$ cat src/hdl/tsp_pkg.sv
// Shared types, constants, microprogram and helpers for the step panner.
`default_nettype none

package tsp_pkg;

  // Field widths
  localparam int unsigned SAMPLE_BITS = 24;
  localparam int unsigned PHASE_W     = 32;
  localparam int unsigned START_W     = 2;
  localparam int unsigned COEFF_W     = 24;
  localparam int unsigned STEP_W      = 2;
  localparam int unsigned FRAC_BITS   = 24;

  // Internal datapath widths
  localparam int unsigned PAN_W   = FRAC_BITS + 2;    // Q1.24 pan, [-1, +1]
  localparam int unsigned PANX_W  = FRAC_BITS + 4;    // pan sum before clamping
  localparam int unsigned DIFF_W  = FRAC_BITS + 3;    // pan minus target
  localparam int unsigned MONO_W  = SAMPLE_BITS + 1;  // left plus right
  localparam int unsigned GAIN_W  = FRAC_BITS + 1;    // gain in [0, 1] Q0.24
  localparam int unsigned MUL_A_W = DIFF_W;
  localparam int unsigned MUL_B_W = GAIN_W + 1;
  localparam int unsigned PROD_W  = MUL_A_W + MUL_B_W;

  // Fixed-point constants
  localparam logic signed [PROD_W-1:0] ROUND_HALF = PROD_W'(64'd1 << (FRAC_BITS - 1));
  localparam logic signed [PANX_W-1:0] PAN_MAX    = PANX_W'(64'd1 << FRAC_BITS);
  localparam logic signed [PANX_W-1:0] PAN_MIN    = -PAN_MAX;
  localparam logic [PAN_W-1:0]         PAN_BIAS   = PAN_W'(64'd1 << FRAC_BITS);
  localparam logic signed [PROD_W-1:0] SAMPLE_MAX =
    PROD_W'((64'd1 << (SAMPLE_BITS - 1)) - 64'd1);
  localparam logic signed [PROD_W-1:0] SAMPLE_MIN = -SAMPLE_MAX - PROD_W'(1);
  localparam logic [63:0] HALF_PI_Q30 = 64'd1686629713;

  // Configuration register indexes and reset values
  localparam int unsigned CFG_IDX_W = 2;
  localparam logic [CFG_IDX_W-1:0] CFG_PHASE_STEP = CFG_IDX_W'(0);
  localparam logic [CFG_IDX_W-1:0] CFG_START_POS  = CFG_IDX_W'(1);
  localparam logic [CFG_IDX_W-1:0] CFG_LAG_COEFF  = CFG_IDX_W'(2);
  localparam logic [PHASE_W-1:0] RST_PHASE_STEP = PHASE_W'(44739);
  localparam logic [START_W-1:0] RST_START_POS  = START_W'(0);
  localparam logic [COEFF_W-1:0] RST_LAG_COEFF  = COEFF_W'(16772556);

  // Pan pattern: row is start position, column is step (-1 left, 0 centre, +1 right)
  localparam logic signed [1:0] PAN_PATTERN [4][4] = '{
    '{-2'sd1,  2'sd0,  2'sd1,  2'sd0},
    '{ 2'sd0,  2'sd1,  2'sd0, -2'sd1},
    '{ 2'sd1,  2'sd0, -2'sd1,  2'sd0},
    '{ 2'sd0,  2'sd0,  2'sd0,  2'sd0}
  };

  // Payload of each channel
  typedef struct packed {
    logic signed [SAMPLE_BITS-1:0] left_sample;
    logic signed [SAMPLE_BITS-1:0] right_sample;
    logic                          sync;
    logic [PHASE_W-1:0]            sync_phase;
  } in_item_t;

  typedef struct packed {
    logic signed [SAMPLE_BITS-1:0] left_out;
    logic signed [SAMPLE_BITS-1:0] right_out;
    logic [STEP_W-1:0]             step_index;
  } out_item_t;

  // Configuration register set
  typedef struct packed {
    logic [PHASE_W-1:0] phase_step;
    logic [START_W-1:0] start_position;
    logic [COEFF_W-1:0] lag_coeff;
  } cfg_t;

  // Microcode
  localparam int unsigned UC_LEN = 12;
  localparam int unsigned UPC_W  = $clog2(UC_LEN);
  typedef logic [UPC_W-1:0] upc_t;

  typedef enum logic [3:0] {
    OP_LOAD,        // capture frame, optional phase reload, mono mix
    OP_DIFF,        // pan minus step target
    OP_MUL_LAG,     // lag coefficient times difference
    OP_PAN,         // round, add target, clamp
    OP_MUL_IDX,     // biased pan, halved, times table depth
    OP_IDX,         // round and clamp table index
    OP_RD_R,        // table read for right gain
    OP_MUL_R_RD_L,  // mono times right gain, table read for left gain
    OP_SAT_R,       // round and saturate right
    OP_MUL_L,       // mono times left gain
    OP_SAT_L,       // round and saturate left
    OP_EMIT         // load output register, advance phase
  } uop_t;

  typedef enum logic [1:0] {
    C_NEXT,      // fall through
    C_JUMP,      // unconditional jump to target
    C_WAIT_IN,   // hold until an input transfer, then fall through
    C_WAIT_OUT   // hold while output register is full and stalled, then jump
  } ucond_t;

  typedef struct packed {
    uop_t   op;
    ucond_t cond;
    upc_t   target;
  } ucode_t;

  localparam ucode_t UCODE [UC_LEN] = '{
    '{OP_LOAD,       C_WAIT_IN,  UPC_W'(0)},
    '{OP_DIFF,       C_NEXT,     UPC_W'(0)},
    '{OP_MUL_LAG,    C_NEXT,     UPC_W'(0)},
    '{OP_PAN,        C_NEXT,     UPC_W'(0)},
    '{OP_MUL_IDX,    C_NEXT,     UPC_W'(0)},
    '{OP_IDX,        C_NEXT,     UPC_W'(0)},
    '{OP_RD_R,       C_NEXT,     UPC_W'(0)},
    '{OP_MUL_R_RD_L, C_NEXT,     UPC_W'(0)},
    '{OP_SAT_R,      C_NEXT,     UPC_W'(0)},
    '{OP_MUL_L,      C_NEXT,     UPC_W'(0)},
    '{OP_SAT_L,      C_NEXT,     UPC_W'(0)},
    '{OP_EMIT,       C_WAIT_OUT, UPC_W'(0)}
  };

  // Control from sequencer to datapath
  typedef struct packed {
    uop_t op;
    logic fire;    // the current step executes this cycle
    logic take;    // the sequencer is waiting for an input frame
  } ctrl_t;

  // Round a Q.24 product to nearest and saturate to the sample range
  function automatic logic signed [SAMPLE_BITS-1:0] round_sat(
    input logic signed [PROD_W-1:0] prod
  );
    logic signed [PROD_W-1:0] v;
    v = (prod + ROUND_HALF) >>> FRAC_BITS;
    if (v > SAMPLE_MAX) begin
      v = SAMPLE_MAX;
    end else if (v < SAMPLE_MIN) begin
      v = SAMPLE_MIN;
    end
    return v[SAMPLE_BITS-1:0];
  endfunction

endpackage

`default_nettype wire

$ cat src/hdl/tsp_seq.sv
// Microprogram sequencer: step counter, control store and conditional jumps.
`default_nettype none

module tsp_seq (
  input  wire logic            clk,
  input  wire logic            rst_n,
  input  wire logic            in_valid,
  input  wire logic            out_busy,
  output tsp_pkg::ctrl_t       ctrl
);

  tsp_pkg::upc_t   upc_r;
  tsp_pkg::upc_t   upc_nxt;
  tsp_pkg::ucode_t word;
  logic            fire;

  assign word = tsp_pkg::UCODE[upc_r];

  // Next step and execute condition
  always_comb begin
    fire    = 1'b1;
    upc_nxt = upc_r;
    case (word.cond)
      tsp_pkg::C_NEXT: begin
        upc_nxt = upc_r + tsp_pkg::UPC_W'(1);
      end
      tsp_pkg::C_JUMP: begin
        upc_nxt = word.target;
      end
      tsp_pkg::C_WAIT_IN: begin
        fire = in_valid;
        if (in_valid) begin
          upc_nxt = upc_r + tsp_pkg::UPC_W'(1);
        end
      end
      tsp_pkg::C_WAIT_OUT: begin
        fire = !out_busy;
        if (!out_busy) begin
          upc_nxt = word.target;
        end
      end
      default: begin
        fire    = 1'b0;
        upc_nxt = '0;
      end
    endcase
  end

  // Step counter
  always_ff @(posedge clk) begin
    if (!rst_n) begin
      upc_r <= '0;
    end else begin
      upc_r <= upc_nxt;
    end
  end

  // Control word out
  always_comb begin
    ctrl.op   = word.op;
    ctrl.fire = fire;
    ctrl.take = (word.cond == tsp_pkg::C_WAIT_IN);
  end

endmodule

`default_nettype wire

$ cat config.mk
export PLATFORM = sky130hd
export DESIGN_NAME = tsp_seq
export DESIGN_NICKNAME = d
export VERILOG_FILES = /design/src/hdl/tsp_pkg.sv /design/src/hdl/tsp_seq.sv
export SDC_FILE = /design/constraint.sdc
export NUM_CORES = 1
export LEC_CHECK = 0
export ABC_AREA = 1
export BUFFER_PORTS_ARGS = -buffer_cell sky130_fd_sc_hd__buf_2
export CAP_MARGIN = 20
export CORE_AREA = 2 2 39 41
export CTS_BUF_LIST = sky130_fd_sc_hd__clkbuf_16
export CTS_CLUSTER_DIAMETER = 40
export DETAILED_ROUTE_END_ITERATION = 10
export DIE_AREA = 0 0 41 43
export GPL_TIMING_DRIVEN = 0
export PLACE_DENSITY_LB_ADDON = 0.15
export REMOVE_ABC_BUFFERS = 1
export SLEW_MARGIN = 20
export SYNTH_ARGS = -nofsm -noshare
export SYNTH_HDL_FRONTEND = slang
export SYNTH_SLANG_ARGS = --single-unit
$ cat constraint.sdc
create_clock -name clk -period 1.1 [get_ports clk]
set_input_delay 0.165 -clock clk [delete_from_list [all_inputs] [get_ports clk]]
set_output_delay 0.165 -clock clk [all_outputs]
set_load 0.02 [all_outputs]
; Word-level counts from Yosys, hierarchy flattened
; Memory sizes are Yosys's and may differ from the RTL's.
; Cells that the tools add are included.
[totals]
mem_bits_rw = 0
mem_bits_ro = 160
latchBits = 0
output_inout_bits = 6
wordCells = 19
memories = 1
in_bits = 4
ff_bits = 4
[classes]
n_lt_le_gt_ge = 1
div_mod_pow = 0
reduce_logical = 3
n_shift = 0
n_addsub = 1
multipliers = 0
muxes = 6
bitwise_logic = 1
n_eq_ne = 5
[memory_table]
columns = memory, words, width, read_ports, rd_clocked_by_memory_dff, wr, line_no
row1 = (no name shown), 16, 10, 1, 0, 0, tsp_seq.sv:17  ; assign word = tsp_pkg::UCODE[upc_r];
[op_table]
columns = operator, n
row1 = $mux W10, 2
row2 = $pmux W4 S4, 1
row3 = $mux W4, 2
row4 = $ge A5 B5 Y1 const B, 1
row5 = $not A4 Y5, 1
row6 = $add A4 B1 Y4 const B, 1
row7 = $eq A2 B2 Y1 const B, 2
row8 = $ne A2 B2 Y1 const B, 2
row9 = $eq A2 B1 Y1 const B, 1
row10 = $logic_not A2 Y1, 1
row11 = $pmux W1 S2, 1
row12 = $reduce_and A2 Y1, 1
row13 = $logic_not A1 Y1, 1

; Longest topological paths before layout
[logic_depth]
depth_word = 7
mapped_depth = 7
mapped_depth_nobuf = 7

; Least setup slack after synthesis
; No wires, ideal clock.
[synth_timing]
kind = register to output
startpoint = register upc_r[0]
endpoint = output ctrl[1] (netlist name)
path_stages_with_launch = 6
arrival_time_ns = 1.033
n_path_buf = 1
setup_slack_ns = -0.098
required_ns = 0.935
path_cell_list = dfxtp_1 ha_1 nand3_1 nand2_2 inv_2 buf_4
[synth_via]
elab_chain_cells = 6
elab_cells_between_ends = 7
classes_between = eq/ne: 2 / mux: 3 / bitwise: 1 / memory: 1
[synth_lines]
columns = item, line_no
row1 = from (decl), tsp_seq.sv:12  ; tsp_pkg::upc_t upc_r;
row2 = from (signal assigned), tsp_seq.sv:54  ; upc_r <= upc_nxt;
row3 = $not A4 Y5 (implied by the code) *, tsp_seq.sv:17
row4 = $mem_v2 Z16 W10 *, -
row5 = $mux W10 (implied by the code) * (2 in series), tsp_seq.sv:17
row6 = $eq A2 B2 Y1, tsp_seq.sv:23  ; case (word.cond)
row7 = $pmux W1 S2 *, tsp_seq.sv:23
row8 = to (decl), tsp_seq.sv:9  ; output tsp_pkg::ctrl_t ctrl
; Every way passes the cells marked *; elsewhere a longest branch is shown, timed or not. The select of a mux whose other input is x is not followed.

==> run_results.csv <==
group,metric,value,unit
grt,first_global_vias,300,
floorplanning,rows,14,
synth,ys_warn_count,0,
sta,post-route-period-util,116.1,%
floorplanning,die_area,1763,um2
sta,slew_viol_final,0,
power_and_ir_drop,p_leak,0.2678,nW
power_and_ir_drop,ir_drop,1.018,mV
power_and_ir_drop,seqPwrFrac,17.7,%
power_and_ir_drop,intPower,0.0008730,W
floorplanning,io_pins,10,
synth,synth_fa_ha_area_share,8.547,%
critical_path,r2r_setup_slack,-20,ps
layout,largest_reg_flops,4,
placement,hpwl,443.4,um
floorplanning,chipHeight,43,um
sta,post-route-min-period,1277,ps
layout,utilization,40.24,%
cts,clkLatencyLatePin,230,ps
power_and_ir_drop,power_density,2259,nW/um2
detailed_routing,drc,0,
synth,synth.largest_area_cell,"dfxtp_1",
synth,synth_common_cells,"inv_1, nand2_1, nor2_1, buf_4, dfxtp_1",
critical_path,worstRegToRegCells,7,
layout,antenna_cells,0,
critical_path,cp_max_fo,4,
power_and_ir_drop,power.share.clock,45.2,%
layout,reg.largest.list,"upc_r x4",
synth,synthMuxAreaShare,0,%
power_and_ir_drop,power,0.001258,W
detailed_routing,drtIter0Drc,2,
grt,grt_antenna_before_repair,0,
synth,synth-xor-area-share,0,%
detailed_routing,viasPerCell,4.467,
synth,synth_edf_count,0,
synth,synth.most_common_cell,"inv_1",
detailed_routing,num_vias,335,
status,status,"finished, violations left",
floorplanning,start_util,21.16,%
sta,fin_setup_tns,-290.9,ps
placement,port_buffers,9,
critical_path,reg2reg_from,"upc_r[1]",
synth,synth_simple_gate_area_share,29.06,%
power_and_ir_drop,netSwitchingPower,0.0003846,W
synth,synth_compound_area_share,11.97,%
critical_path,end_kind,"primary output",
synth,synth_top_family_by_area,"simple AND/OR/NAND/NOR gates",
cts,cts_buffer_depth,2,
sta,layout_setup_ws,-176.6,ps
synth,ys_types,16,
grt,grt_pass1_wl,1124,um
layout,top_register,"upc_r",
status,violations,"setup timing",
grt,overflow,0,
cts,clk_pin_slew,30,ps
power_and_ir_drop,switching_share,30.58,%
critical_path,arrival,1110,ps
synth,postSynthCellCount,43,
layout,nNetsFinal,67,
critical_path,cp.required,940,ps
sta,slew_headroom,91.54,%
power_and_ir_drop,p_comb_share,37.1,%
critical_path,critPathKind,"flop to primary output",
synth,synth_area_leaders,"dfxtp_1, inv_1, buf_4, ha_1, nand2_1",
layout,drive_gt1_share,66.10,%
sta,fmax,0.7833,GHz
critical_path,reg2reg_to,"upc_r[1]",
grt,gr-usage-all-layers,10.14,%
sta,finalSetupViolCount,4,
synth,synth_async_sr_flop_share,0,%
synth,ys_seq_area_share,27.35,%
critical_path,crit_path_start_kind,"flop",
worst_hold_path,hold_depth,3,
cts,cts_sinks,4,
detailed_routing,postRouteAntennaNets,0,
detailed_routing,wl,820,um
detailed_routing,dr.pass1.iters,5,
worst_hold_path,holdPathEnd,"upc_r[1]",
sta,worst_slew_pin_slew,126.9,ps
worst_hold_path,holdCritStartpoint,"rst_n",
detailed_routing,wl_per_cell,10.93,um
grt,grt_max_degree,7,
floorplanning,core_area,1384,um2
cts,cts_tree,"done",
sta,rsz0062_at_grt,"yes",
layout,area_delta_synth_final,90.17,%
cts,cts-htree-levels,1,
cts,numCtsBuffers,3,
synth,yosysTopAreaCellShare,27.35,%
cts,cts-root-buf,"clkbuf_16",
synth,synth_area,292.8,um2
synth,syn_avg_cell_area,6.809,um2
synth,synth-seq-cells,4,
synth,synth_top_flop_cell,"dfxtp_1",
worst_hold_path,hp-class,"input port to flop",
floorplanning,dieWidth,41,um
sta,clock_skew,1.878,ps
sta,hold_viol_final,0,
job,max-cap-violations,0,
placement,gp_congestion,0.6483,
[cells by family (layout without fill, tap and decap cells)]
family,Yosys count,count (layout)
AO/OA/AOI/OAI,5,5
adder cells (fa/ha/maj),2,2
flip-flops,4,4
AND/OR/NAND/NOR,18,18
buffers and inverters,14,30
[metal layers]
metal | vias up | global-route usage, % | wire, um
met5 | - | 0 | 0
met4 | 0 | 10.00 | 31
met3 | 5 | 4.712 | 54
met2 | 18 | 14.06 | 417
met1 | 152 | 10.29 | 316
li1 | 160 | - | -
[power by group through the flow]
stage               Sequential [W]  Clock (W)  Combinational (W)
detailed placement        0.000203          0           0.000261
CTS                       0.000216   0.000573           0.000396
global placement          0.000203          0           0.000267
global route              0.000226   0.000580           0.000519
finish                    0.000223   0.000568           0.000467
floorplan                 0.000220          0           0.000164
[area by class of cell]
cell class / count / area [um2]
Fill cell: 149 / 827.0
Multi-Input combinational cell: 25 / 212.7
Timing Repair Buffer: 17 / 113.9
Sequential cell: 4 / 92.59
Clock buffer: 3 / 75.07
Inverter: 10 / 42.54
Tap cell: 16 / 20.02
[worst max path at each step]
| stage | from | endpoint | slack [ps] | cells past startpoint |
|---|---|---|---|---|
| global placement | upc_r[1] | ctrl[1] | -240 | 5 |
| floorplan | upc_r[0] | upc_r[1] | -230 | 6 |
| global route | upc_r[1] | ctrl[1] | -210 | 6 |
| detailed placement | upc_r[1] | ctrl[1] | -200 | 5 |
| finish | upc_r[1] | ctrl[1] | -180 | 5 |
| CTS | upc_r[1] | ctrl[1] | -190 | 6 |
[what timing repair did]
action,in CTS,in global routing
setup endpoints to repair,6,7
gates resized for setup,17,11
pin swaps,5,6
hold buffers,0,0
buffers inserted,5,3
[critical path, stage by stage, from the launching register on]
cell and delay (ps):
dfxtp_4 380, ha_4 160, nand3_4 100, nand2_4 90
inv_2 40, buf_6 120
[per-stage QoR]
step                area [um2]  cells  worst slack (ps)  hold WS [ps]
floorplan                262.8     39            -227.2         286.3
CTS                      490.5     72            -186.5         206.4
global placement         327.8     64            -235.0         437.9
finish                   556.8     75            -176.6         188.6
detailed placement       327.8     64            -200.2         434.4
global route             556.8     75            -207.3         209.9
[layout by cell type (no fill, tap or decap), drive strengths merged]
cell type,netlist,layout
buf,4,17
inv,10,10
nand2,7,7
nor2,6,6
dfxtp,4,4
nand3,4,4
clkbuf,0,3
a21oi,3,3
ha,2,2
a21boi,1,1
nand4,1,1
o21ai,1,1
Power figures use the tool's default switching activity.
